--- config.mk ---
export PLATFORM = sky130hd
export DESIGN_NAME = altitude_velocity_pid_flat
export DESIGN_NICKNAME = d
export VERILOG_FILES = /design/src/hdl/avpid_pkg.sv /design/src/hdl/avpid_if.sv /design/src/hdl/avpid_cfg_regs.sv /design/src/hdl/avpid_mul_unit.sv /design/src/hdl/altitude_velocity_pid.sv /design/src/flat_wrapper.sv
export SDC_FILE = /design/constraint.sdc
export NUM_CORES = 1
export LEC_CHECK = 0
export BUFFER_PORTS_ARGS = -buffer_cell sky130_fd_sc_hd__buf_2
export CAP_MARGIN = 20
export CORE_UTILIZATION = 40
export DETAILED_ROUTE_END_ITERATION = 7
export PLACE_DENSITY = 0.65
export RECOVER_POWER = 50
export SLEW_MARGIN = 10
export SYNTH_ARGS = -nofsm -noshare
export SYNTH_HDL_FRONTEND = slang
export SYNTH_SLANG_ARGS = --single-unit
--- constraint.sdc ---
create_clock -name clk_i -period 8.35 [get_ports clk_i]
set_input_delay 1.67 -clock clk_i [delete_from_list [all_inputs] [get_ports clk_i]]
set_output_delay 1.67 -clock clk_i [all_outputs]
set_load 0.01 [all_outputs]
--- src/hdl/avpid_pkg.sv ---
// Shared types, constants and register map for the altitude/velocity PID block.
package avpid_pkg;

  // Limits and fixed offsets of the control law
  localparam int TILT_LIMIT    = 800;      // decidegrees, tilt cutoff
  localparam int HOLD_OFFSET   = 20;       // cm above estimate while disarmed
  localparam int HOLD_MAX      = 131071;   // hold target saturation
  localparam int ALT_ERR_LIMIT = 500;      // cm
  localparam int REACH_BAND    = 5;        // cm
  localparam int SETV_MAX      = 50;       // cm/s, highest climb setpoint
  localparam int P_LIMIT       = 300;
  localparam int I_LIMIT       = 8192 * 300;
  localparam int I_SHIFT       = 13;       // integrator / 8192
  localparam int D_LIMIT       = 150;

  localparam int PROD_W = 26;              // 9b signed gain x 17b signed operand

  // Register reset values
  localparam logic [7:0]        ALT_P_GAIN_RST    = 8'd50;
  localparam logic [7:0]        VEL_P_GAIN_RST    = 8'd120;
  localparam logic [7:0]        VEL_I_GAIN_RST    = 8'd45;
  localparam logic [7:0]        VEL_D_GAIN_RST    = 8'd1;
  localparam logic [6:0]        ALT_DEADBAND_RST  = 7'd5;
  localparam logic signed [9:0] DESCENT_LIMIT_RST = -10'sd50;

  typedef enum logic [2:0] {
    REG_ALT_P_GAIN    = 3'd0,
    REG_VEL_P_GAIN    = 3'd1,
    REG_VEL_I_GAIN    = 3'd2,
    REG_VEL_D_GAIN    = 3'd3,
    REG_ALT_DEADBAND  = 3'd4,
    REG_DESCENT_LIMIT = 3'd5
  } reg_idx_e;

  typedef struct packed {
    logic [7:0]        alt_p_gain;
    logic [7:0]        vel_p_gain;
    logic [7:0]        vel_i_gain;
    logic [7:0]        vel_d_gain;
    logic [6:0]        alt_deadband;
    logic signed [9:0] descent_limit;
  } cfg_t;

  // Post-multiply scaling, truncating toward zero
  typedef enum logic [1:0] {
    SHIFT_NONE = 2'd0,
    SHIFT_5    = 2'd1,
    SHIFT_7    = 2'd2,
    SHIFT_9    = 2'd3
  } shift_e;

  typedef struct packed {
    logic [7:0]         gain;
    logic signed [16:0] operand;
    shift_e             shift;
  } mul_op_t;

  typedef enum logic [2:0] {
    ST_IDLE,
    ST_ERR,
    ST_ALT,
    ST_VERR,
    ST_PTERM,
    ST_ITERM,
    ST_DTERM,
    ST_FIN
  } state_e;

endpackage

--- src/hdl/avpid_if.sv ---
// Valid/ready channel interfaces for control-tick inputs and results.
interface avpid_in_if;
  logic               valid;
  logic               ready;
  logic signed [17:0] est_altitude;
  logic signed [15:0] vertical_velocity;
  logic signed [15:0] accel_z;
  logic signed [11:0] roll_tilt;
  logic signed [11:0] pitch_tilt;
  logic               armed;
  logic               auto_mode;
  logic signed [17:0] desired_height;
  logic signed [17:0] target_altitude;
  logic               velocity_mode;
  logic signed [9:0]  commanded_velocity;

  modport source (
    output valid, est_altitude, vertical_velocity, accel_z, roll_tilt, pitch_tilt,
           armed, auto_mode, desired_height, target_altitude, velocity_mode,
           commanded_velocity,
    input  ready
  );
  modport sink (
    input  valid, est_altitude, vertical_velocity, accel_z, roll_tilt, pitch_tilt,
           armed, auto_mode, desired_height, target_altitude, velocity_mode,
           commanded_velocity,
    output ready
  );
endinterface

interface avpid_out_if;
  logic               valid;
  logic               ready;
  logic signed [10:0] throttle_adjust;
  logic               height_reached;
  logic signed [17:0] hold_altitude;

  modport source (
    output valid, throttle_adjust, height_reached, hold_altitude,
    input  ready
  );
  modport sink (
    input  valid, throttle_adjust, height_reached, hold_altitude,
    output ready
  );
endinterface

--- src/hdl/avpid_cfg_regs.sv ---
// APB configuration registers for gains, deadband and descent limit.
module avpid_cfg_regs (
  input  logic                clk_i,
  input  logic                rst_ni,
  input  logic                psel,
  input  logic                penable,
  input  logic                pwrite,
  input  logic [4:0]          paddr,
  input  logic [31:0]         pwdata,
  output logic [31:0]         prdata,
  output logic                pready,
  output avpid_pkg::cfg_t     cfg_o
);

  avpid_pkg::cfg_t      cfg_q;
  avpid_pkg::reg_idx_e  idx;
  logic                 wr_en;

  assign pready = 1'b1;
  assign idx    = avpid_pkg::reg_idx_e'(paddr[4:2]);
  assign wr_en  = psel && penable && pwrite;
  assign cfg_o  = cfg_q;

  always_ff @(posedge clk_i or negedge rst_ni) begin
    if (!rst_ni) begin
      cfg_q.alt_p_gain    <= avpid_pkg::ALT_P_GAIN_RST;
      cfg_q.vel_p_gain    <= avpid_pkg::VEL_P_GAIN_RST;
      cfg_q.vel_i_gain    <= avpid_pkg::VEL_I_GAIN_RST;
      cfg_q.vel_d_gain    <= avpid_pkg::VEL_D_GAIN_RST;
      cfg_q.alt_deadband  <= avpid_pkg::ALT_DEADBAND_RST;
      cfg_q.descent_limit <= avpid_pkg::DESCENT_LIMIT_RST;
    end else if (wr_en) begin
      unique case (idx)
        avpid_pkg::REG_ALT_P_GAIN:    cfg_q.alt_p_gain    <= pwdata[7:0];
        avpid_pkg::REG_VEL_P_GAIN:    cfg_q.vel_p_gain    <= pwdata[7:0];
        avpid_pkg::REG_VEL_I_GAIN:    cfg_q.vel_i_gain    <= pwdata[7:0];
        avpid_pkg::REG_VEL_D_GAIN:    cfg_q.vel_d_gain    <= pwdata[7:0];
        avpid_pkg::REG_ALT_DEADBAND:  cfg_q.alt_deadband  <= pwdata[6:0];
        avpid_pkg::REG_DESCENT_LIMIT: cfg_q.descent_limit <= signed'(pwdata[9:0]);
        default: ;
      endcase
    end
  end

  always_comb begin
    unique case (idx)
      avpid_pkg::REG_ALT_P_GAIN:    prdata = {24'd0, cfg_q.alt_p_gain};
      avpid_pkg::REG_VEL_P_GAIN:    prdata = {24'd0, cfg_q.vel_p_gain};
      avpid_pkg::REG_VEL_I_GAIN:    prdata = {24'd0, cfg_q.vel_i_gain};
      avpid_pkg::REG_VEL_D_GAIN:    prdata = {24'd0, cfg_q.vel_d_gain};
      avpid_pkg::REG_ALT_DEADBAND:  prdata = {25'd0, cfg_q.alt_deadband};
      avpid_pkg::REG_DESCENT_LIMIT: prdata = 32'(cfg_q.descent_limit);
      default:                      prdata = 32'd0;
    endcase
  end

endmodule

--- src/hdl/avpid_mul_unit.sv ---
// Shared gain multiplier with truncating power-of-two scale, result registered.
module avpid_mul_unit (
  input  logic                                  clk_i,
  input  avpid_pkg::mul_op_t                    op_i,
  output logic signed [avpid_pkg::PROD_W-1:0]   result_o
);

  logic signed [8:0]                    gain_s;
  logic signed [avpid_pkg::PROD_W-1:0]  prod;
  logic signed [avpid_pkg::PROD_W-1:0]  bias;
  logic signed [avpid_pkg::PROD_W-1:0]  biased;
  logic signed [avpid_pkg::PROD_W-1:0]  scaled;
  logic signed [avpid_pkg::PROD_W-1:0]  result_q;

  assign gain_s = signed'({1'b0, op_i.gain});
  assign prod   = avpid_pkg::PROD_W'(gain_s) * avpid_pkg::PROD_W'(op_i.operand);

  // negative products get 2^k-1 added so the shift rounds toward zero
  always_comb begin
    bias = '0;
    case (op_i.shift)
      avpid_pkg::SHIFT_5: bias = avpid_pkg::PROD_W'(31);
      avpid_pkg::SHIFT_7: bias = avpid_pkg::PROD_W'(127);
      avpid_pkg::SHIFT_9: bias = avpid_pkg::PROD_W'(511);
      default:            bias = '0;
    endcase
    biased = prod + (prod[avpid_pkg::PROD_W-1] ? bias : '0);
    case (op_i.shift)
      avpid_pkg::SHIFT_5: scaled = biased >>> 5;
      avpid_pkg::SHIFT_7: scaled = biased >>> 7;
      avpid_pkg::SHIFT_9: scaled = biased >>> 9;
      default:            scaled = biased;
    endcase
  end

  always_ff @(posedge clk_i) begin
    result_q <= scaled;
  end

  assign result_o = result_q;

endmodule

--- src/hdl/altitude_velocity_pid.sv ---
// Top level: cascaded altitude-hold / velocity PID controller with sequencer.
// One input transaction is one control tick: the block latches the estimate,
// attitude, flags and commands, then a small sequencer walks the tick through
// one shared gain multiplier (altitude P, velocity P, velocity I, accel D, in
// that order, each product registered before use). The result is loaded into
// the output register after these sequencer steps, in order: the altitude error
// stage, the altitude multiply, the velocity error stage, the P, I and D
// multiplies and the final sum. in_if.ready is high only while the sequencer
// is idle, so a new tick is accepted only once the previous one has passed
// the seven sequencer steps and returned to idle. The result sits in an
// output register; the next tick is accepted while it waits, and a tick only
// stalls at its last step if the previous result still has not been taken.
// If roll or pitch reaches 80 deg, throttle_adjust is 0, the integrator holds
// and hold_altitude is the target input. Disarmed ticks clear the integrator
// and derive the hold target from the estimate (+20 cm) or from desired_height
// in auto mode. Gains, deadband and descent limit sit on the APB port at byte
// address 4*index and should be written only while the block is idle.
module altitude_velocity_pid (
  input  logic            clk_i,
  input  logic            rst_ni,
  avpid_in_if.sink        in_if,
  avpid_out_if.source     out_if,
  input  logic            psel,
  input  logic            penable,
  input  logic            pwrite,
  input  logic [4:0]      paddr,
  input  logic [31:0]     pwdata,
  output logic [31:0]     prdata,
  output logic            pready
);

  localparam int PW = avpid_pkg::PROD_W;

  avpid_pkg::cfg_t     cfg;
  avpid_pkg::state_e   state_q, state_d;
  avpid_pkg::mul_op_t  mul_op;
  logic signed [PW-1:0] mul_res;

  // latched tick inputs
  logic signed [17:0] est_q, desired_q, target_q;
  logic signed [15:0] vel_q, acc_q;
  logic signed [9:0]  cmdvel_q;
  logic               tilt_ok_q, armed_q, auto_q, velmode_q;

  // intermediate terms
  logic signed [17:0] hold_q;
  logic signed [9:0]  alt_err_q;
  logic               reach_q;
  logic signed [16:0] vel_err_q, acc_sum_q;
  logic signed [9:0]  p_q;

  // persistent state
  logic signed [22:0] integ_q;
  logic signed [15:0] prev_accel_q;
  logic               reached_flag_q;

  // output register
  logic               out_valid_q;
  logic signed [10:0] out_adj_q;
  logic               out_reached_q;
  logic signed [17:0] out_hold_q;

  logic               accept, fin_go;

  avpid_cfg_regs u_cfg (
    .clk_i   (clk_i),
    .rst_ni  (rst_ni),
    .psel    (psel),
    .penable (penable),
    .pwrite  (pwrite),
    .paddr   (paddr),
    .pwdata  (pwdata),
    .prdata  (prdata),
    .pready  (pready),
    .cfg_o   (cfg)
  );

  avpid_mul_unit u_mul (
    .clk_i    (clk_i),
    .op_i     (mul_op),
    .result_o (mul_res)
  );

  // ---------------------------------------------------------------------
  // Sequencer
  // ---------------------------------------------------------------------
  always_ff @(posedge clk_i or negedge rst_ni) begin
    if (!rst_ni) begin
      state_q <= avpid_pkg::ST_IDLE;
    end else begin
      state_q <= state_d;
    end
  end

  always_comb begin
    state_d       = state_q;
    mul_op.gain    = '0;
    mul_op.operand = '0;
    mul_op.shift   = avpid_pkg::SHIFT_NONE;
    in_if.ready   = 1'b0;
    unique case (state_q)
      avpid_pkg::ST_IDLE: begin
        in_if.ready = 1'b1;
        if (in_if.valid) state_d = avpid_pkg::ST_ERR;
      end
      avpid_pkg::ST_ERR: state_d = avpid_pkg::ST_ALT;
      avpid_pkg::ST_ALT: begin
        mul_op.gain    = cfg.alt_p_gain;
        mul_op.operand = 17'(alt_err_q);
        mul_op.shift   = avpid_pkg::SHIFT_7;
        state_d        = avpid_pkg::ST_VERR;
      end
      avpid_pkg::ST_VERR: state_d = avpid_pkg::ST_PTERM;
      avpid_pkg::ST_PTERM: begin
        mul_op.gain    = cfg.vel_p_gain;
        mul_op.operand = vel_err_q;
        mul_op.shift   = avpid_pkg::SHIFT_5;
        state_d        = avpid_pkg::ST_ITERM;
      end
      avpid_pkg::ST_ITERM: begin
        mul_op.gain    = cfg.vel_i_gain;
        mul_op.operand = vel_err_q;
        mul_op.shift   = avpid_pkg::SHIFT_NONE;
        state_d        = avpid_pkg::ST_DTERM;
      end
      avpid_pkg::ST_DTERM: begin
        mul_op.gain    = cfg.vel_d_gain;
        mul_op.operand = acc_sum_q;
        mul_op.shift   = avpid_pkg::SHIFT_9;
        state_d        = avpid_pkg::ST_FIN;
      end
      avpid_pkg::ST_FIN: begin
        // keep the D operands so the damping product holds while stalled
        mul_op.gain    = cfg.vel_d_gain;
        mul_op.operand = acc_sum_q;
        mul_op.shift   = avpid_pkg::SHIFT_9;
        if (!out_valid_q || out_if.ready) state_d = avpid_pkg::ST_IDLE;
      end
      default: state_d = avpid_pkg::ST_IDLE;
    endcase
  end

  assign accept = in_if.valid && in_if.ready;
  assign fin_go = (state_q == avpid_pkg::ST_FIN) && (!out_valid_q || out_if.ready);

  // ---------------------------------------------------------------------
  // Altitude error stage
  // ---------------------------------------------------------------------
  logic signed [18:0] est_ext, est_plus, alt_diff;
  logic signed [17:0] hold_sel;
  logic signed [9:0]  alt_clamp, db_s, alt_err_d;
  logic [9:0]         alt_mag, db_u;

  always_comb begin
    est_ext  = 19'(est_q);
    est_plus = est_ext + 19'(avpid_pkg::HOLD_OFFSET);
    hold_sel = target_q;
    if (tilt_ok_q && !armed_q) begin
      if (auto_q) begin
        hold_sel = desired_q;
      end else if (est_plus > 19'(avpid_pkg::HOLD_MAX)) begin
        hold_sel = 18'(avpid_pkg::HOLD_MAX);
      end else begin
        hold_sel = est_plus[17:0];
      end
    end
    alt_diff = 19'(hold_sel) - est_ext;
    if (alt_diff > 19'(avpid_pkg::ALT_ERR_LIMIT)) begin
      alt_clamp = 10'(avpid_pkg::ALT_ERR_LIMIT);
    end else if (alt_diff < -19'(avpid_pkg::ALT_ERR_LIMIT)) begin
      alt_clamp = -10'(avpid_pkg::ALT_ERR_LIMIT);
    end else begin
      alt_clamp = alt_diff[9:0];
    end
    alt_mag = alt_clamp[9] ? 10'(-alt_clamp) : 10'(alt_clamp);
    db_u    = {3'd0, cfg.alt_deadband};
    db_s    = signed'(db_u);
    if (alt_mag < db_u) begin
      alt_err_d = '0;
    end else if (!alt_clamp[9]) begin
      alt_err_d = alt_clamp - db_s;
    end else begin
      alt_err_d = alt_clamp + db_s;
    end
  end

  // ---------------------------------------------------------------------
  // Velocity setpoint, P/I/D terms and final sum
  // ---------------------------------------------------------------------
  logic signed [9:0]  alt_setv, setv;
  logic signed [26:0] integ_sum;
  logic signed [22:0] integ_d;
  logic signed [23:0] integ_bias;
  logic signed [10:0] i_term;
  logic signed [8:0]  d_term;
  logic signed [11:0] adj_sum;
  logic signed [10:0] adj;
  logic signed [9:0]  p_d;

  always_comb begin
    // altitude loop output; lower bound checked first so it wins
    if (mul_res < PW'(cfg.descent_limit)) begin
      alt_setv = cfg.descent_limit;
    end else if (mul_res > PW'(avpid_pkg::SETV_MAX)) begin
      alt_setv = 10'(avpid_pkg::SETV_MAX);
    end else begin
      alt_setv = mul_res[9:0];
    end
    setv = velmode_q ? cmdvel_q : alt_setv;

    if (mul_res > PW'(avpid_pkg::P_LIMIT)) begin
      p_d = 10'(avpid_pkg::P_LIMIT);
    end else if (mul_res < -PW'(avpid_pkg::P_LIMIT)) begin
      p_d = -10'(avpid_pkg::P_LIMIT);
    end else begin
      p_d = mul_res[9:0];
    end

    integ_sum = 27'(integ_q) + 27'(mul_res);
    if (!armed_q) begin
      integ_d = '0;
    end else if (integ_sum > 27'(avpid_pkg::I_LIMIT)) begin
      integ_d = 23'(avpid_pkg::I_LIMIT);
    end else if (integ_sum < -27'(avpid_pkg::I_LIMIT)) begin
      integ_d = -23'(avpid_pkg::I_LIMIT);
    end else begin
      integ_d = integ_sum[22:0];
    end

    if (mul_res > PW'(avpid_pkg::D_LIMIT)) begin
      d_term = 9'(avpid_pkg::D_LIMIT);
    end else if (mul_res < -PW'(avpid_pkg::D_LIMIT)) begin
      d_term = -9'(avpid_pkg::D_LIMIT);
    end else begin
      d_term = mul_res[8:0];
    end

    // integrator / 8192, toward zero
    integ_bias = 24'(integ_q) + (integ_q[22] ? 24'sd8191 : 24'sd0);
    i_term     = 11'(integ_bias >>> avpid_pkg::I_SHIFT);
    adj_sum    = 12'(p_q) + 12'(i_term) - 12'(d_term);
    adj        = tilt_ok_q ? adj_sum[10:0] : '0;
  end

  // ---------------------------------------------------------------------
  // Datapath registers
  // ---------------------------------------------------------------------
  always_ff @(posedge clk_i) begin
    if (accept) begin
      est_q     <= in_if.est_altitude;
      vel_q     <= in_if.vertical_velocity;
      acc_q     <= in_if.accel_z;
      tilt_ok_q <= (in_if.roll_tilt  < 12'(avpid_pkg::TILT_LIMIT)) &&
                   (in_if.roll_tilt  > -12'(avpid_pkg::TILT_LIMIT)) &&
                   (in_if.pitch_tilt < 12'(avpid_pkg::TILT_LIMIT)) &&
                   (in_if.pitch_tilt > -12'(avpid_pkg::TILT_LIMIT));
      armed_q   <= in_if.armed;
      auto_q    <= in_if.auto_mode;
      desired_q <= in_if.desired_height;
      target_q  <= in_if.target_altitude;
      velmode_q <= in_if.velocity_mode;
      cmdvel_q  <= in_if.commanded_velocity;
    end
    if (state_q == avpid_pkg::ST_ERR) begin
      hold_q    <= hold_sel;
      alt_err_q <= alt_err_d;
      // |err| < 5 after the deadband
      reach_q   <= (alt_mag < db_u) || ((alt_mag - db_u) < 10'(avpid_pkg::REACH_BAND));
    end
    if (state_q == avpid_pkg::ST_VERR) begin
      vel_err_q <= 17'(setv) - 17'(vel_q);
      acc_sum_q <= 17'(acc_q) + 17'(prev_accel_q);
    end
    if (state_q == avpid_pkg::ST_ITERM) begin
      p_q <= p_d;
    end
  end

  always_ff @(posedge clk_i or negedge rst_ni) begin
    if (!rst_ni) begin
      integ_q        <= '0;
      prev_accel_q   <= '0;
      reached_flag_q <= 1'b0;
    end else begin
      if (state_q == avpid_pkg::ST_DTERM && tilt_ok_q) begin
        integ_q <= integ_d;
      end
      if (fin_go) begin
        prev_accel_q <= acc_q;
        if (tilt_ok_q && !velmode_q) reached_flag_q <= reach_q;
      end
    end
  end

  // ---------------------------------------------------------------------
  // Output register
  // ---------------------------------------------------------------------
  always_ff @(posedge clk_i or negedge rst_ni) begin
    if (!rst_ni) begin
      out_valid_q <= 1'b0;
    end else if (fin_go) begin
      out_valid_q <= 1'b1;
    end else if (out_if.ready) begin
      out_valid_q <= 1'b0;
    end
  end

  always_ff @(posedge clk_i) begin
    if (fin_go) begin
      out_adj_q     <= adj;
      out_reached_q <= (tilt_ok_q && !velmode_q) ? reach_q : reached_flag_q;
      out_hold_q    <= hold_q;
    end
  end

  assign out_if.valid           = out_valid_q;
  assign out_if.throttle_adjust = out_adj_q;
  assign out_if.height_reached  = out_reached_q;
  assign out_if.hold_altitude   = out_hold_q;

endmodule
--- src/flat_wrapper.sv ---
// flat-port wrapper written by rule: the top's interface ports become plain ports
module altitude_velocity_pid_flat 
  (clk_i, rst_ni, psel, penable, pwrite, paddr, pwdata, prdata, pready, in_if_valid, in_if_est_altitude, in_if_vertical_velocity, in_if_accel_z, in_if_roll_tilt, in_if_pitch_tilt, in_if_armed, in_if_auto_mode, in_if_desired_height, in_if_target_altitude, in_if_velocity_mode, in_if_commanded_velocity, in_if_ready, out_if_valid, out_if_throttle_adjust, out_if_height_reached, out_if_hold_altitude, out_if_ready);
  avpid_in_if in_if_i ();
  avpid_out_if out_if_i ();
  input  logic clk_i;
  input  logic rst_ni;
  input  logic psel;
  input  logic penable;
  input  logic pwrite;
  input  logic [4:0] paddr;
  input  logic [31:0] pwdata;
  output logic [31:0] prdata;
  output logic pready;
  input wire logic [$bits(in_if_i.valid)-1:0] in_if_valid;
  input wire logic [$bits(in_if_i.est_altitude)-1:0] in_if_est_altitude;
  input wire logic [$bits(in_if_i.vertical_velocity)-1:0] in_if_vertical_velocity;
  input wire logic [$bits(in_if_i.accel_z)-1:0] in_if_accel_z;
  input wire logic [$bits(in_if_i.roll_tilt)-1:0] in_if_roll_tilt;
  input wire logic [$bits(in_if_i.pitch_tilt)-1:0] in_if_pitch_tilt;
  input wire logic [$bits(in_if_i.armed)-1:0] in_if_armed;
  input wire logic [$bits(in_if_i.auto_mode)-1:0] in_if_auto_mode;
  input wire logic [$bits(in_if_i.desired_height)-1:0] in_if_desired_height;
  input wire logic [$bits(in_if_i.target_altitude)-1:0] in_if_target_altitude;
  input wire logic [$bits(in_if_i.velocity_mode)-1:0] in_if_velocity_mode;
  input wire logic [$bits(in_if_i.commanded_velocity)-1:0] in_if_commanded_velocity;
  output wire logic [$bits(in_if_i.ready)-1:0] in_if_ready;
  output wire logic [$bits(out_if_i.valid)-1:0] out_if_valid;
  output wire logic [$bits(out_if_i.throttle_adjust)-1:0] out_if_throttle_adjust;
  output wire logic [$bits(out_if_i.height_reached)-1:0] out_if_height_reached;
  output wire logic [$bits(out_if_i.hold_altitude)-1:0] out_if_hold_altitude;
  input wire logic [$bits(out_if_i.ready)-1:0] out_if_ready;
  assign in_if_i.valid = in_if_valid;
  assign in_if_i.est_altitude = in_if_est_altitude;
  assign in_if_i.vertical_velocity = in_if_vertical_velocity;
  assign in_if_i.accel_z = in_if_accel_z;
  assign in_if_i.roll_tilt = in_if_roll_tilt;
  assign in_if_i.pitch_tilt = in_if_pitch_tilt;
  assign in_if_i.armed = in_if_armed;
  assign in_if_i.auto_mode = in_if_auto_mode;
  assign in_if_i.desired_height = in_if_desired_height;
  assign in_if_i.target_altitude = in_if_target_altitude;
  assign in_if_i.velocity_mode = in_if_velocity_mode;
  assign in_if_i.commanded_velocity = in_if_commanded_velocity;
  assign in_if_ready = in_if_i.ready;
  assign out_if_valid = out_if_i.valid;
  assign out_if_throttle_adjust = out_if_i.throttle_adjust;
  assign out_if_height_reached = out_if_i.height_reached;
  assign out_if_hold_altitude = out_if_i.hold_altitude;
  assign out_if_i.ready = out_if_ready;
  altitude_velocity_pid u_core (.clk_i(clk_i), .rst_ni(rst_ni), .in_if(in_if_i), .out_if(out_if_i), .psel(psel), .penable(penable), .pwrite(pwrite), .paddr(paddr), .pwdata(pwdata), .prdata(prdata), .pready(pready));
endmodule
==> impl_metrics.toml <==
[critical_path]
critPathMaxStageDelay_ns = 0.54
crit_arrival_ns = 8.68
critical_path_required_ns = 8.81
r2r-end = "u_core.u_mul.result_o[14]$_DFF_P_"
crit_path_frequent_cell = "buf_4"
worst-setup-path-type = "reg2reg"
crit_path_end_kind = "flop"
critPathLaunchType = "flop"
crit_fanout = 8
reg2regPathDepth = 41
reg2reg_from = "u_core.state_q[0]$_DFFE_PN0P_"
cp_slowest_cell = "fa_1"
r2r_setup_slack_ns = 0.14

[drt]
drt-total-wl_um = 71200
vias = 22040
ant_nets = 0
viasPerCell = 5.447
drt_iter0_drc = 1397
firstDrtPassIters = 6
drc = 0
wl_per_cell_um = 17.60

[floorplan]
coreArea_um2 = 64700
die_y_um = 258.4
fp-row-count = 93
die-area_um2 = 66760
io_pins = 232
start_util_pct = 40.64
die_w_um = 258.4

[synth]
yosys.area.top_type = "edfxtp_1"
synth_ff_type = "edfxtp_1"
async_flop_share_pct = 28.88
ys_ff_latch = 322
syn_avg_cell_area_um2 = 9.502
synth-edff-count = 203
synthCells = 2767
synth_top_area_share_pct = 23.18
synth.distinct_cells = 91
synth_area_um2 = 26290
yosysWarnings = 0
yosysSeqAreaShare_pct = 34.12
syn-num-nets = 3263
yosys-top-cells-area = "edfxtp_1 (23%), ha_1 (9.8%), fa_1 (9.4%)"

[sta]
skew_ns = 0.03961
slew_headroom_pct = -13.88
timing.hold.ws_ns = 0.4191
period_minus_slack_ns = 8.213
hold_violations = 0
rsz0062_at_grt = "true"
worstMarginPinSlew_ns = 1.708
tns_ns = 0
setup_viol = 0
drv_slew = 27
min_period_over_period_pct = 98.36
fmax_mhz = 121.8

[grt]
grt_pass1_vias = 20900
antenna_found_initial = 3
grt_pass1_wl_um = 110800
grt_max_degree = 71
track_usage_pct = 20.71
grt-ovfl-total = 0

[clocking]
cts_root_buf = "clkbuf_16"
cts.sinks = 322
htreeDepth = 2
cts_hold_buf = 0
insertion_delay_ns = 0.58
cts_buffers = 37
cts.path.max_buffers = 3
cts.clk_slew.worst_paths_ns = 0.06
cts_tree = "done"

[outcome]
status = "finished, violations left"
failed_checks = "max-capacitance violations, max-slew violations"

[flow_run]
drv_cap = 1

[hold_path]
holdPathEnd = "u_core.out_if.hold_altitude[5]$_DFFE_PP_"
hold_class = "reg2reg"
min_from = "u_core.hold_q[5]$_DFFE_PP_"
min_path_cells = 0

[placed_design]
io_buffers = 206
place_congestion = 0.8973
hpwlAfterDp_um = 54690

[layout]
area_growth_pct = 22.08
drive_gt1_share_pct = 23.87
final_nets = 3655
fin_util_pct = 49.61
nFillCells = 6069
[timing repair]
| action | in CTS | in global routing |
|---|---|---|
| gates cloned | 0 | 1 |
| setup buffers | 21 | 29 |
| pin swaps | 9 | 74 |
| setup endpoints to repair | 23 | 35 |
| gates resized for setup | 19 | 144 |
[per-stage QoR]
| stage | std cells | setup WS, ns | area (µm²) |
|---|---|---|---|
| floorplan | 2767 | 0.01073 | 26390 |
| global placement | 3922 | -0.2883 | 29630 |
| detailed placement | 3923 | -0.4188 | 29630 |
| CTS | 4012 | 0.004941 | 31190 |
| global route | 4045 | -0.2048 | 32100 |
| finish | 4046 | 0.1371 | 32100 |
[state kept, by name, indices dropped and copies added, names as in the netlist, 17 cells and up]
register / count
u_core.vel_err_q: 17
u_core.desired_q: 18
u_core.est_q: 18
u_core.u_cfg.cfg_o: 49
u_core.target_q: 18
u_core.acc_sum_q: 17
u_core.out_if.hold_altitude: 18
u_core.u_mul.result_o: 26
u_core.integ_q: 23
u_core.hold_q: 18
[layer usage]
layer	up-vias	track usage [%]	wire, µm
met5	-	0	0
met4	0	5.325	1540
met3	89	3.277	3774
met2	565	33.91	33530
met1	10660	28.48	32360
li1	10730	-	-
[worst max-delay path, delay by kind of cell (launching register included)]
kind                       cells  cell delay (ns)
and+or+nand+nor                9             1.21
xor gates and xnor gates       2             0.31
DFF                            1             0.43
buffers and inverters         12             1.64
AOI/OAI and AO/OA             12             1.83
adders and majority gates      6             2.67
[layout make-up]
class / count / area [µm²] / area share, %
diodes: 3 / 7.507 / 0.02339
clock buffers: 53 / 1124 / 3.500
clock inverters: 15 / 196.4 / 0.6120
inverters: 295 / 1109 / 3.454
multi-input cells: 2030 / 16410 / 51.12
flip-flops and latches: 322 / 8974 / 27.96
well taps: 855 / 1070 / 3.333
repair buffers: 473 / 3209 / 9.998
[cell usage after synthesis, types with 55 or more instances]
cell type  count
a21oi_1      132
clkbuf_1      88
xnor2_1       88
nor2_1       227
nor3_1        60
inv_1        292
fa_1         124
nand2_1      213
a21o_1        65
o21ai_0      147
dfrtp_1       72
edfxtp_1     203
mux2_2        55
ha_1         205
[kinds of logic (layout without fill, tap and decap cells)]
| family | count (synthesis) | after routing | synth area share (%) |
|---|---|---|---|
| buffers and inverters | 415 | 836 | 6.291 |
| AND/OR/NAND/NOR | 782 | 782 | 14.27 |
| AO/OA/AOI/OAI | 706 | 706 | 18.33 |
| flip-flops | 322 | 322 | 34.12 |
| XOR/XNOR | 125 | 125 | 4.164 |
| adder cells (fa/ha/maj) | 330 | 330 | 19.23 |
| other | 1 | 4 | 0.01426 |
| multiplexers | 86 | 86 | 3.583 |
[how the worst max path moves through the flow]
stage,slack (ns),cells past startpoint,startpoint,to
2_1_floorplan,0.01,33,u_core.state_q[2]$_DFFE_PN0P_,u_core.u_mul.result_o[7]$_DFF_P_
3_3_place_gp,-0.29,33,u_core.state_q[0]$_DFFE_PN0P_,u_core.u_mul.result_o[7]$_DFF_P_
3_5_place_dp,-0.42,35,u_core.state_q[0]$_DFFE_PN0P_,u_core.u_mul.result_o[16]$_DFF_P_
4_1_cts,0.005,39,u_core.state_q[2]$_DFFE_PN0P_,u_core.u_mul.result_o[14]$_DFF_P_
5_1_grt,-0.20,39,u_core.state_q[0]$_DFFE_PN0P_,u_core.u_mul.result_o[9]$_DFF_P_
6_report,0.14,41,u_core.state_q[0]$_DFFE_PN0P_,u_core.u_mul.result_o[14]$_DFF_P_
[layout by cell type (no fill, tap or decap), drive strengths merged, types with 28 or more instances in the layout]
| cell type | Yosys | layout |
|---|---|---|
| fa | 124 | 124 |
| nand2b | 29 | 29 |
| dfrtp | 72 | 72 |
| inv | 292 | 294 |
| o21ai | 153 | 153 |
| a21oi | 134 | 134 |
| mux2i | 30 | 30 |
| o21a | 34 | 34 |
| xor2 | 37 | 37 |
| nor3 | 61 | 61 |
| a22o | 32 | 32 |
| nand3 | 54 | 54 |
| xnor2 | 88 | 88 |
| nor2 | 227 | 227 |
| a22oi | 28 | 28 |
| clkbuf | 88 | 65 |
| mux2 | 55 | 55 |
| nand4 | 36 | 36 |
| nand2 | 213 | 213 |
| and2 | 30 | 30 |
| a21o | 65 | 65 |
| ha | 205 | 205 |
| buf | 32 | 461 |
| o22ai | 34 | 34 |
| nor2b | 32 | 32 |
| edfxtp | 203 | 203 |
Power is not shown: default switching activity piles up to over one toggle a cycle in this logic, so the estimate is an artifact.
